## src/design/time_rule_specific_match_top_defines.svh

```systemverilog
// Assertion macros used by the schedule rule matcher controller.
// Depends on nothing; included by the modules that carry assertions.
`ifndef TIME_RULE_SPECIFIC_MATCH_TOP_DEFINES_SVH
`define TIME_RULE_SPECIFIC_MATCH_TOP_DEFINES_SVH
`ifndef ASSERT_OFF
`define TRSM_ASSERT(lbl, clk_s, rst_n_s, prop) \
	lbl: assert property (@(posedge clk_s) disable iff (!rst_n_s) prop) \
		else $error("trsm assertion failed");
`define TRSM_NEVER(lbl, clk_s, rst_n_s, cond) \
	lbl: assert property (@(posedge clk_s) disable iff (!rst_n_s) !(cond)) \
		else $error("trsm forbidden condition seen");
`else
`define TRSM_ASSERT(lbl, clk_s, rst_n_s, prop)
`define TRSM_NEVER(lbl, clk_s, rst_n_s, cond)
`endif
`endif

```

## src/design/trsm_pkg.sv

```systemverilog
// Types, constants and codes shared by the schedule rule matcher.
// Depends on nothing; used by trsm_ctrl, trsm_dp and the top level.
package trsm_pkg;

	localparam int RULES   = 32;
	localparam int ID_BITS = 8;
	localparam int IDX_W   = (RULES > 1) ? $clog2(RULES) : 1;
	localparam int CNT_W   = $clog2(RULES + 1);
	localparam int COUNT_W = 6;

	localparam logic OP_WRITE = 1'b0;
	localparam logic OP_QUERY = 1'b1;

	typedef struct packed {
		logic        opcode;
		logic [4:0]  rule_index;
		logic [10:0] minute_a;
		logic [10:0] end_minute;
		logic [7:0]  day_bits;
		logic [3:0]  month_val;
		logic [4:0]  day_of_month;
		logic [11:0] year_val;
		logic [7:0]  event_id;
		logic [7:0]  group_id;
		logic [9:0]  script_id;
	} in_item_t;

	typedef struct packed {
		logic       found;
		logic [9:0] chosen_script;
	} out_item_t;

	typedef struct packed {
		logic [11:0] year_val;
		logic [4:0]  day_of_month;
		logic [3:0]  month_val;
		logic [7:0]  day_bits;
		logic [10:0] end_minute;
		logic [10:0] start_minute;
	} timing_t;

	typedef struct packed {
		logic [9:0]         script_id;
		logic [ID_BITS-1:0] group_id;
		logic [ID_BITS-1:0] event_id;
	} targets_t;

	typedef enum logic [1:0] {
		ST_IDLE,
		ST_SCAN,
		ST_DRAIN,
		ST_FINISH
	} state_t;

	typedef struct packed {
		logic             wr_en;
		logic             start;
		logic             rd_en;
		logic [IDX_W-1:0] rd_addr;
		logic             load_out;
	} cmd_t;

	typedef struct packed {
		logic             n_zero;
		logic [IDX_W-1:0] last_idx;
		logic             out_free;
	} status_t;

endpackage

```

## src/design/trsm_dp.sv

```systemverilog
// Datapath of the schedule rule matcher: rule tables, count register,
// per-rule match logic, pick state and output register. Uses trsm_pkg.
module trsm_dp (
	input  logic                    clk,
	input  logic                    arst_n,
	input  logic                    cfg_we,
	input  logic [5:0]              cfg_wdata,
	input  trsm_pkg::in_item_t      in_item,
	input  trsm_pkg::cmd_t          cmd,
	output trsm_pkg::status_t       status,
	output logic                    out_valid,
	input  logic                    out_stall,
	output trsm_pkg::out_item_t     out_item
);

	trsm_pkg::timing_t  timing_mem  [trsm_pkg::RULES];
	trsm_pkg::targets_t targets_mem [trsm_pkg::RULES];

	logic [trsm_pkg::COUNT_W-1:0] rule_count_q;
	logic [trsm_pkg::CNT_W-1:0]   n_eff;
	logic [trsm_pkg::CNT_W-1:0]   n_minus1;

	logic                         rd_valid_s1;
	trsm_pkg::timing_t            rd_timing_s1;
	trsm_pkg::targets_t           rd_targets_s1;

	logic [10:0]                  cur_q;
	logic [7:0]                   dbits_q;
	logic [3:0]                   mon_q;
	logic [4:0]                   dom_q;
	logic [11:0]                  yr_q;
	logic [trsm_pkg::ID_BITS-1:0] ev_q;
	logic [trsm_pkg::ID_BITS-1:0] gr_q;

	logic                         found_q;
	logic                         sel_days_q;
	logic                         sel_month_q;
	logic                         sel_year_q;
	logic                         sel_event_q;
	logic                         sel_group_q;
	logic [9:0]                   sel_script_q;

	logic                         out_valid_q;
	trsm_pkg::out_item_t          out_q;

	logic                         win_ok;
	logic                         uses;
	logic                         day_hit;
	logic                         hit;
	trsm_pkg::timing_t            wr_timing;
	trsm_pkg::targets_t           wr_targets;

	always_ff @(posedge clk or negedge arst_n) begin
		if (!arst_n) begin
			rule_count_q <= '0;
		end else if (cfg_we) begin
			rule_count_q <= cfg_wdata;
		end
	end

	always_comb begin
		if (int'(rule_count_q) > trsm_pkg::RULES) begin
			n_eff = trsm_pkg::CNT_W'(trsm_pkg::RULES);
		end else begin
			n_eff = trsm_pkg::CNT_W'(rule_count_q);
		end
		n_minus1 = n_eff - trsm_pkg::CNT_W'(1);
	end

	assign status.n_zero   = (n_eff == '0);
	assign status.last_idx = n_minus1[trsm_pkg::IDX_W-1:0];
	assign status.out_free = !out_valid_q || !out_stall;

	always_comb begin
		wr_timing.year_val     = in_item.year_val;
		wr_timing.day_of_month = in_item.day_of_month;
		wr_timing.month_val    = in_item.month_val;
		wr_timing.day_bits     = in_item.day_bits;
		wr_timing.end_minute   = in_item.end_minute;
		wr_timing.start_minute = in_item.minute_a;
		wr_targets.script_id   = in_item.script_id;
		wr_targets.group_id    = trsm_pkg::ID_BITS'(in_item.group_id);
		wr_targets.event_id    = trsm_pkg::ID_BITS'(in_item.event_id);
	end

	always_ff @(posedge clk) begin
		if (cmd.wr_en && (int'(in_item.rule_index) < trsm_pkg::RULES)) begin
			timing_mem[trsm_pkg::IDX_W'(in_item.rule_index)]  <= wr_timing;
			targets_mem[trsm_pkg::IDX_W'(in_item.rule_index)] <= wr_targets;
		end
		if (cmd.rd_en) begin
			rd_timing_s1  <= timing_mem[cmd.rd_addr];
			rd_targets_s1 <= targets_mem[cmd.rd_addr];
		end
	end

	always_ff @(posedge clk or negedge arst_n) begin
		if (!arst_n) begin
			rd_valid_s1 <= 1'b0;
		end else begin
			rd_valid_s1 <= cmd.rd_en;
		end
	end

	always_ff @(posedge clk) begin
		if (cmd.start) begin
			cur_q   <= in_item.minute_a;
			dbits_q <= in_item.day_bits;
			mon_q   <= in_item.month_val;
			dom_q   <= in_item.day_of_month;
			yr_q    <= in_item.year_val;
			ev_q    <= trsm_pkg::ID_BITS'(in_item.event_id);
			gr_q    <= trsm_pkg::ID_BITS'(in_item.group_id);
		end
	end

	always_comb begin
		if (rd_timing_s1.start_minute > rd_timing_s1.end_minute) begin
			win_ok = !((cur_q > rd_timing_s1.end_minute) &&
				(cur_q < rd_timing_s1.start_minute));
		end else begin
			win_ok = !((cur_q < rd_timing_s1.start_minute) ||
				(cur_q > rd_timing_s1.end_minute));
		end
		uses    = rd_timing_s1.day_bits[7];
		day_hit = (dbits_q < 8'd7) && rd_timing_s1.day_bits[dbits_q[2:0]];
		hit = win_ok
			&& !(sel_days_q && !uses)
			&& !(uses && !day_hit)
			&& !(sel_month_q && (rd_timing_s1.month_val == '0))
			&& !((rd_timing_s1.month_val != '0) &&
				((rd_timing_s1.month_val != mon_q) ||
				(rd_timing_s1.day_of_month != dom_q)))
			&& !(sel_year_q && (rd_timing_s1.year_val == '0))
			&& !((rd_timing_s1.year_val != '0) && (rd_timing_s1.year_val != yr_q))
			&& !(sel_event_q && (rd_targets_s1.event_id == '0))
			&& !((rd_targets_s1.event_id != '0) && (rd_targets_s1.event_id != ev_q))
			&& !(sel_group_q && (rd_targets_s1.group_id == '0))
			&& !((rd_targets_s1.group_id != '0) && (rd_targets_s1.group_id != gr_q));
	end

	always_ff @(posedge clk or negedge arst_n) begin
		if (!arst_n) begin
			found_q      <= 1'b0;
			sel_days_q   <= 1'b0;
			sel_month_q  <= 1'b0;
			sel_year_q   <= 1'b0;
			sel_event_q  <= 1'b0;
			sel_group_q  <= 1'b0;
			sel_script_q <= '0;
		end else if (cmd.start) begin
			found_q      <= 1'b0;
			sel_days_q   <= 1'b0;
			sel_month_q  <= 1'b0;
			sel_year_q   <= 1'b0;
			sel_event_q  <= 1'b0;
			sel_group_q  <= 1'b0;
			sel_script_q <= '0;
		end else if (rd_valid_s1 && hit) begin
			found_q      <= 1'b1;
			sel_days_q   <= uses;
			sel_month_q  <= (rd_timing_s1.month_val != '0);
			sel_year_q   <= (rd_timing_s1.year_val != '0);
			sel_event_q  <= (rd_targets_s1.event_id != '0);
			sel_group_q  <= (rd_targets_s1.group_id != '0);
			sel_script_q <= rd_targets_s1.script_id;
		end
	end

	always_ff @(posedge clk or negedge arst_n) begin
		if (!arst_n) begin
			out_valid_q <= 1'b0;
		end else if (cmd.load_out) begin
			out_valid_q <= 1'b1;
		end else if (!out_stall) begin
			out_valid_q <= 1'b0;
		end
	end

	always_ff @(posedge clk) begin
		if (cmd.load_out) begin
			out_q.found         <= found_q;
			out_q.chosen_script <= sel_script_q;
		end
	end

	assign out_valid = out_valid_q;
	assign out_item  = out_q;

endmodule

```

## src/design/trsm_ctrl.sv

```systemverilog
// Controller of the schedule rule matcher: state machine and scan counter.
// Uses trsm_pkg and the assertion macros in the defines header.
`include "time_rule_specific_match_top_defines.svh"
module trsm_ctrl (
	input  logic                 clk,
	input  logic                 arst_n,
	input  logic                 in_valid,
	input  logic                 in_opcode,
	output logic                 in_stall,
	input  trsm_pkg::status_t    status,
	output trsm_pkg::cmd_t       cmd
);

	trsm_pkg::state_t             state_q;
	trsm_pkg::state_t             state_nxt;
	logic [trsm_pkg::IDX_W-1:0]   idx_q;
	logic                         accept;

	assign in_stall = (state_q != trsm_pkg::ST_IDLE);
	assign accept   = in_valid && !in_stall;

	always_comb begin
		state_nxt = state_q;
		case (state_q)
			trsm_pkg::ST_IDLE: begin
				if (accept && (in_opcode == trsm_pkg::OP_QUERY)) begin
					state_nxt = status.n_zero ? trsm_pkg::ST_FINISH : trsm_pkg::ST_SCAN;
				end
			end
			trsm_pkg::ST_SCAN: begin
				if (idx_q == status.last_idx) begin
					state_nxt = trsm_pkg::ST_DRAIN;
				end
			end
			trsm_pkg::ST_DRAIN: begin
				state_nxt = trsm_pkg::ST_FINISH;
			end
			trsm_pkg::ST_FINISH: begin
				if (status.out_free) begin
					state_nxt = trsm_pkg::ST_IDLE;
				end
			end
			default: begin
				state_nxt = trsm_pkg::ST_IDLE;
			end
		endcase
	end

	always_comb begin
		cmd = '0;
		cmd.rd_addr = idx_q;
		case (state_q)
			trsm_pkg::ST_IDLE: begin
				cmd.wr_en = accept && (in_opcode == trsm_pkg::OP_WRITE);
				cmd.start = accept && (in_opcode == trsm_pkg::OP_QUERY);
			end
			trsm_pkg::ST_SCAN: begin
				cmd.rd_en = 1'b1;
			end
			trsm_pkg::ST_DRAIN: begin
				cmd.rd_en = 1'b0;
			end
			trsm_pkg::ST_FINISH: begin
				cmd.load_out = status.out_free;
			end
			default: begin
				cmd = '0;
			end
		endcase
	end

	always_ff @(posedge clk or negedge arst_n) begin
		if (!arst_n) begin
			state_q <= trsm_pkg::ST_IDLE;
			idx_q   <= '0;
		end else begin
			state_q <= state_nxt;
			if (cmd.start) begin
				idx_q <= '0;
			end else if (state_q == trsm_pkg::ST_SCAN) begin
				idx_q <= idx_q + trsm_pkg::IDX_W'(1);
			end
		end
	end

	`TRSM_ASSERT(a_start_scan, clk, arst_n, (cmd.start && !status.n_zero) |=> (state_q == trsm_pkg::ST_SCAN && idx_q == '0))
	`TRSM_ASSERT(a_read_in_range, clk, arst_n, cmd.rd_en |-> (cmd.rd_addr <= status.last_idx))
	`TRSM_NEVER(a_load_blocked, clk, arst_n, cmd.load_out && !status.out_free)
	`TRSM_ASSERT(a_drain_then_finish, clk, arst_n, (state_q == trsm_pkg::ST_DRAIN) |=> (state_q == trsm_pkg::ST_FINISH))

endmodule

```

## src/design/time_rule_specific_match_top.sv

```systemverilog
// Schedule rule matcher: holds a table of timed rules and answers queries
// with the script of the most specific matching rule. The input channel takes
// write items (opcode 0) that load a rule and query items (opcode 1) that scan
// the table. Each channel uses valid and stall; an item moves at a clock edge
// with valid high and stall low. The rule_count register is written through
// cfg_we and cfg_wdata; the user must write it only while the block is idle,
// which the block itself does not enforce. A write item is taken and gives no
// result. A query reads one rule per cycle from the table memory, rules 0 to
// rule_count-1 (at most 32 rules), and the input stays stalled until its
// single result item has been loaded into the output register.
// The rule table read port sets this rate: one entry per cycle.
// The result waits in the output register while the receiver stalls; the
// next item is accepted meanwhile, but a query does not finish until the
// register is free. Reset clears the count to zero and empties the output;
// the rule table keeps no reset value and must be written before it is read.
module time_rule_specific_match_top (
	input  logic                 clk,
	input  logic                 arst_n,
	input  logic                 cfg_we,
	input  logic [5:0]           cfg_wdata,
	input  logic                 in_valid,
	output logic                 in_stall,
	input  trsm_pkg::in_item_t   in_item,
	output logic                 out_valid,
	input  logic                 out_stall,
	output trsm_pkg::out_item_t  out_item
);

	trsm_pkg::cmd_t    cmd;
	trsm_pkg::status_t status;

	trsm_ctrl u_ctrl (
		.clk       (clk),
		.arst_n    (arst_n),
		.in_valid  (in_valid),
		.in_opcode (in_item.opcode),
		.in_stall  (in_stall),
		.status    (status),
		.cmd       (cmd)
	);

	trsm_dp u_dp (
		.clk       (clk),
		.arst_n    (arst_n),
		.cfg_we    (cfg_we),
		.cfg_wdata (cfg_wdata),
		.in_item   (in_item),
		.cmd       (cmd),
		.status    (status),
		.out_valid (out_valid),
		.out_stall (out_stall),
		.out_item  (out_item)
	);

endmodule
```

## config.mk

```make
export PLATFORM = sky130hd
export DESIGN_NAME = time_rule_specific_match_top
export DESIGN_NICKNAME = d
export VERILOG_FILES = /design/src/design/trsm_pkg.sv /design/src/design/trsm_dp.sv /design/src/design/trsm_ctrl.sv /design/src/design/time_rule_specific_match_top.sv
export VERILOG_INCLUDE_DIRS = /design/src /design/src/design
export SDC_FILE = /design/constraint.sdc
export NUM_CORES = 2
export LEC_CHECK = 0
export ABC_CLOCK_PERIOD_IN_PS = 10000
export BUFFER_PORTS_ARGS = -buffer_cell sky130_fd_sc_hd__buf_4
export CELL_PAD_IN_SITES_DETAIL_PLACEMENT = 2
export CELL_PAD_IN_SITES_GLOBAL_PLACEMENT = 2
export CORE_ASPECT_RATIO = 2
export CORE_UTILIZATION = 30
export DETAILED_ROUTE_END_ITERATION = 12
export HOLD_SLACK_MARGIN = 0.05
export PLACE_DENSITY = 0.51
export SLEW_MARGIN = 20
export SYNTH_ARGS = -nofsm -noshare
export SYNTH_HDL_FRONTEND = slang
export SYNTH_SLANG_ARGS = --single-unit
```

## constraint.sdc

```tcl
create_clock -name clk -period 10 [get_ports clk]
set_clock_uncertainty 0.1 [all_clocks]
set_input_delay 1 -clock clk [delete_from_list [all_inputs] [get_ports clk]]
set_output_delay 1 -clock clk [all_outputs]
set_load 0.005 [all_outputs]
```

After elaboration in Yosys (flattened, before gate mapping)

Memories as Yosys holds them, arrays and structs flattened. A register that Yosys moved wholly into a read port is not among the register bits.
Index checks and enable logic that the tools add are counted.

Add/subtract/negate cells: 2
Magnitude comparators: 6
Equal/unequal tests: 13
Mux-type cells: 32
Bitwise logic cells: 1
Reductions and logical operators: 60

Operators by type and width:

| cell                                                                    | count |
|---|---|
| 1-bit logical AND                                                       | 26 |
| 11-bit greater-than comparator                                          | 2 |
| 1-bit 2-to-1 mux                                                        | 20 |
| 10-bit 2-to-1 mux                                                       | 2 |
| 1-bit logical NOT                                                       | 17 |
| 8-bit logical NOT                                                       | 2 |
| 8-bit inequality test                                                   | 2 |
| 8-bit nonzero test                                                      | 2 |
| 12-bit logical NOT                                                      | 1 |
| 12-bit inequality test                                                  | 1 |
| 12-bit nonzero test                                                     | 1 |
| 11-bit < comparator                                                     | 1 |
| 2-bit 2-to-1 mux                                                        | 5 |
| 5-bit 2-to-1 mux                                                        | 2 |
| 8-bit by 3-bit < comparator with 1-bit output, second input constant    | 1 |
| 2-bit by 1-bit inequality test with 1-bit output, second input constant | 4 |
| 2-bit one-hot mux with 4 select lines                                   | 1 |
| 6-bit greater-than comparator, second input constant                    | 1 |
| 6-bit logical NOT                                                       | 1 |
| 6-bit 2-to-1 mux                                                        | 1 |
| 2-bit nonzero test                                                      | 3 |
| 5-bit by 1-bit adder with 5-bit output, second input constant           | 1 |
| 5-bit equality test                                                     | 1 |
| 5-bit inequality test                                                   | 1 |
| 12 further kinds                                                        | 15 |

Register bits after elaboration: 98
Memory bits (writable): 2,464
Input bits: 94
Memories kept: 2

Memories:

| name             | depth | width | read ports | clocked after Yosys merged registers in | write ports | line          | RTL |
|---|---|---|---|---|---|---|---|
| u_dp.timing_mem  | 32    | 51    | 1          | 1                                       | 1           | trsm_dp.sv:16 | `trsm_pkg::timing_t timing_mem [trsm_pkg::RULES];` |
| u_dp.targets_mem | 32    | 26    | 1          | 1                                       | 1           | trsm_dp.sv:17 | `trsm_pkg::targets_t targets_mem [trsm_pkg::RULES];` |

Longest topological paths before layout

Depth in word-level cells: 18
Gate-level depth with buffers: 10

Hierarchy

Synthesis repeated with hierarchy kept, for this count alone.

Cell total of the unflattened synthesis: 4,017
Area total of the unflattened synthesis: 100,557.7 um^2

By module, submodules not included:

| module    | times used | cells an instance | area each (um^2) | sequential area each (um^2) |
|---|---|---|---|---|
| trsm_dp   | 1          | 3,962             | 100,044.7        | 78,915.7 |
| trsm_ctrl | 1          | 55                | 513.0            | 175.2 |

Worst setup path after synthesis

No wires, ideal clock.

Kind: in2reg
Start point: in in_item[81] (netlist name)
End point: mem u_dp.targets_mem[5][0] (netlist name), enable pin
Setup time: 0.513 ns
Data arrival time: 4.749 ns
Required time: 9.387 ns
Slack: 4.638 ns
Stages on the path: 2
Buffers on the path: 0
Path through: or3b_2 > nor2_1

RTL lines:

| item               | line                               | RTL |
|---|---|---|
| start: declaration | time_rule_specific_match_top.sv:23 | `input trsm_pkg::in_item_t in_item,` |
| end: declaration   | trsm_dp.sv:17                      |  |

No word-level cell before the write port.

Worst setup path in the final report

Start point: reg u_ctrl.state_q[1]
End point: mem u_dp.targets_mem[15][7] (netlist name), enable pin

Cells in the longest elaborated chain, start to end: 7

RTL lines:

| item                                     | line            | RTL |
|---|---|---|
| start: declaration                       | trsm_ctrl.sv:14 | `trsm_pkg::state_t state_q;` |
| start signal: assignment                 | trsm_ctrl.sv:74 | `state_q <= trsm_pkg::ST_IDLE;` |
| start signal: assignment                 | trsm_ctrl.sv:77 | `state_q <= state_nxt;` |
| 2-bit nonzero test                       | trsm_ctrl.sv:19 | `assign in_stall = (state_q != trsm_pkg::ST_IDLE);` |
| 1-bit logical NOT                        | trsm_ctrl.sv:20 | `assign accept = in_valid && !in_stall;` |
| 1-bit logical AND                        | trsm_ctrl.sv:20 |  |
| 1-bit logical AND                        | trsm_ctrl.sv:54 | `cmd.wr_en = accept && (in_opcode == trsm_pkg::OP_WRITE);` |
| 2-bit 2-to-1 mux *                       | trsm_ctrl.sv:52 | `case (state_q)` |
| 1-bit 2-to-1 mux *                       | trsm_dp.sv:87   | `if (cmd.wr_en && (int'(in_item.rule_index) < trsm_pkg::RULES)) begin` |
| 1-bit 2-to-1 mux (not written as such) * | trsm_dp.sv:89   | `targets_mem[trsm_pkg::IDX_W'(in_item.rule_index)] <= wr_targets;` |

Mark *: on every way between the ends. The rest lies on a longest branch, timed or not.

==> impl_metrics.py <==
metrics = {
    "outcome": {
        "run_status": "completed",
    },
    "power_and_ir_drop": {
        "powerDensity_mw_per_mm2": 249,
        "p_total_mw": 28.5,
        "p_leak_nw": 34.5,
        "ir_worst_vdd_mv": 0.187,
    },
    "cells_and_area": {
        "area_growth_syn_to_layout_pct": 13.8,
        "fillers": 31846,
        "multi_input_comb_area_mm2": 0.0207,
        "drive_gt1_share_pct": 32.0,
        "seqCellArea_mm2": 0.0791,
        "layout.nets": 4406,
    },
    "routing": {
        "drtAntennaViolNets": 0,
        "first_pass_iters": 5,
        "num_vias": 44233,
        "vias_per_cell": 5.01,
        "drc_errors": 0,
        "initialDrtViolationCount": 3240,
        "routed_wirelength_mm": 299,
        "wl_per_cell_um": 33.8,
    },
    "clock_network": {
        "clock_sinks": 2639,
        "cts_resized": 0,
        "cts_tree": "built",
        "htreeDepth": 4,
        "root_buffer": "clkbuf_16",
        "cts.clk_slew.worst_paths_ns": 0.06,
        "clk_latency_ns": 0.92,
        "post_cts_buffers": 0,
        "clock_path_buffers": 4,
        "cts_buffers": 231,
    },
    "sta": {
        "min_period_ns": 4.54,
        "setup_ws_ns": 5.46,
        "finalCritPeriodShare_pct": 45.4,
        "finalMaxSlewViolations": 0,
        "worst_slew_pin_slew_ns": 1.15,
        "setup_viol": 0,
        "hold_violations": 0,
        "max_freq_mhz": 220,
        "maxSlewHeadroom_pct": 23.1,
        "rsz0062_at_grt": "no",
        "finalSetupTns_ns": 0,
    },
    "worst_setup_path": {
        "cp.required_ns": 10.40,
        "crit_top_cell": "buf_4",
        "path_cells": "inv_1 -> ha_1 -> buf_4 -> nand2_1 -> nor2_1 -> nand3_1 -> nor2_4 -> buf_4",
        "critical_path_class": "reg2reg",
        "critPathArrivalTime_ns": 4.95,
        "endpoint_kind": "register",
        "cp_max_fo": 35,
        "critPathMaxStageDelay_ns": 1.09,
        "crit_family": "simple AND/OR/NAND/NOR gates",
        "cp-start-kind": "register",
        "critPathSlowestCell": "nor2_4",
        "critPathBufInv": 3,
    },
    "synthesis": {
        "synth_flop_cell": "edfxtp_1",
        "ys_seq_area_share_pct": 78.7,
        "synth_nets": 4148,
        "synth_most_common_cell": "edfxtp_1",
        "synth_top_area_cell": "edfxtp_1",
        "yosys-top-cells-area": "edfxtp_1, mux4_2, mux2_2",
        "synth.avg_cell_area_um2": 25.0,
        "ys_seq_elements": 2639,
        "synth-async-reset-ratio_pct": 1.17,
        "synth.top_cell.area_share_pct": 78.0,
        "synth_area_mm2": 0.100,
        "synth.distinct_cells": 49,
        "yosysWarnings": 0,
        "synthTopCellsByCount": "edfxtp_1, mux4_2, clkbuf_1",
        "synth-edff-count": 2608,
        "netlist_instances": 4014,
    },
    "worst_hold_path": {
        "hp-class": "in2reg",
    },
    "global_route": {
        "grt_max_degree": 160,
        "grt_overflow_total": 0,
        "antenna_found_initial": 20,
        "grt_usage_pct": 17.6,
        "grt_pass1_vias": 49803,
        "grt_pass1_wl_mm": 411,
    },
    "floorplanning": {
        "die_w_um": 411,
        "initial_utilization_pct": 30.1,
        "core_region_area_mm2": 0.333,
        "die_area_mm2": 0.337,
        "ioPinCount": 107,
        "die_y_um": 820,
        "row_count": 300,
    },
    "placed_design": {
        "gp_congestion": 0.712,
        "place_ws_ns": 5.33,
        "io_buffer_count": 106,
        "dp_hpwl_mm": 154,
    },
    "job": {
        "max_cap_violations": 0,
    },
}
-- worst paths after layout --
path | from | end | slack [ns] | cells after the start
hold / removal | out_stall | u_dp.out_valid$_DFFE_PN0P_ | 0.24 | 2
min in group asynchronous | arst_n | u_dp.sel_script_q[0]$_DFFE_PN0P_ | 0.60 | 2
setup reg to reg | u_ctrl.state_q[1]$_DFFE_PN0P_ | u_dp.targets_mem[15][7]$_DFFE_PP_ | 5.46 | 8
setup / recovery | u_ctrl.state_q[1]$_DFFE_PN0P_ | u_dp.targets_mem[15][7]$_DFFE_PP_ | 5.46 | 8
max in group asynchronous | arst_n | u_ctrl.idx_q[0]$_DFFE_PN0P_ | 8.56 | 2
hold reg to reg | u_dp.sel_script_q[8]$_DFFE_PN0P_ | u_dp.out_item[8]$_DFFE_PP_ | 0.35 | 0
-- through the flow --
step	util [%]	hold slack, ns	cells	area [um2]
global route	34.3	0.204	8828	114000
detailed placement	32.2	0.344	8416	107000
global placement	32.2	0.334	8416	107000
finish	34.3	0.239	8832	114000
floorplan	-	0.325	4014	100000
CTS	34.3	0.162	8826	114000
-- cells by family after synthesis --
kind of cell,share of synthesized area [%]
xor+xnor,0.419
compound gates,0.298
mux,18.4
simple gates,0.715
flops,78.7
buf+inv,0.911
fa+ha+maj,0.498
-- cells in the final DEF (no fill, tap or decap), types with 4 or more instances in the layout --
| cell | count |
|---|---|
| buf_4 | 198 |
| nor4_1 | 16 |
| dfrtp_4 | 5 |
| o21ai_0 | 8 |
| nand3b_1 | 7 |
| a211oi_1 | 4 |
| nand2_1 | 49 |
| buf_12 | 16 |
| ha_1 | 39 |
| clkinv_1 | 51 |
| mux2_2 | 84 |
| nand3_1 | 5 |
| nor3_1 | 4 |
| clkinv_2 | 45 |
| nor2_4 | 32 |
| xor2_1 | 43 |
| nor2_1 | 17 |
| nand4_1 | 6 |
| bufinv_16 | 17 |
| nand2b_1 | 4 |
| xnor2_1 | 5 |
| clkbuf_1 | 48 |
| nor2b_1 | 4 |
| diode_2 | 5 |
| a21oi_1 | 11 |
| mux4_2 | 770 |
| edfxtp_1 | 2608 |
| clkbuf_16 | 234 |
| mux2i_1 | 19 |
| inv_1 | 26 |
| dfrtp_1 | 26 |
| clkinvlp_4 | 7 |
-- area by class of cell --
cell class | count | share of cell area [%]
antenna | 5 | 0.0109
clock buffer | 284 | 5.30
inverter | 27 | 0.0908
clock inverter | 125 | 0.902
sequential | 2639 | 69.2
multi-input combinational | 1158 | 18.1
tap | 4379 | 4.79
timing repair buffer | 215 | 1.59
-- power breakdown --
part	total, mW	switching (mW)	internal [mW]
logic	6.68	3.34	3.34
registers	12.9	0.379	12.6
clock network	8.84	4.12	4.72
-- per-layer routing --
layer | track usage [%] | part of all wire (%) | vias to the layer above
li1 | - | - | 17820
met1 | 20.3 | 38 | 25129
met2 | 33.9 | 56 | 916
met3 | 2.16 | 3.5 | 360
met4 | 4.83 | 2.7 | 8
met5 | 0 | 0.018 | -
-- registers in the layout, summed over array words and instances (netlist names), 10 cells and up --
register and cells:
u_dp.timing_mem 1632, u_dp.out_item 11, u_dp.cur_q 11, u_dp.yr_q 12
u_dp.rd_targets_s1 26, u_dp.sel_script_q 10, u_dp.targets_mem 832, u_dp.rd_timing_s1 51
-- repair_timing --
action	in CTS	in global routing
setup endpoints to repair	0	0
endpoints found under the hold margin	20	0
hold buffers	1	0
Power figures use the tool's default switching activity.
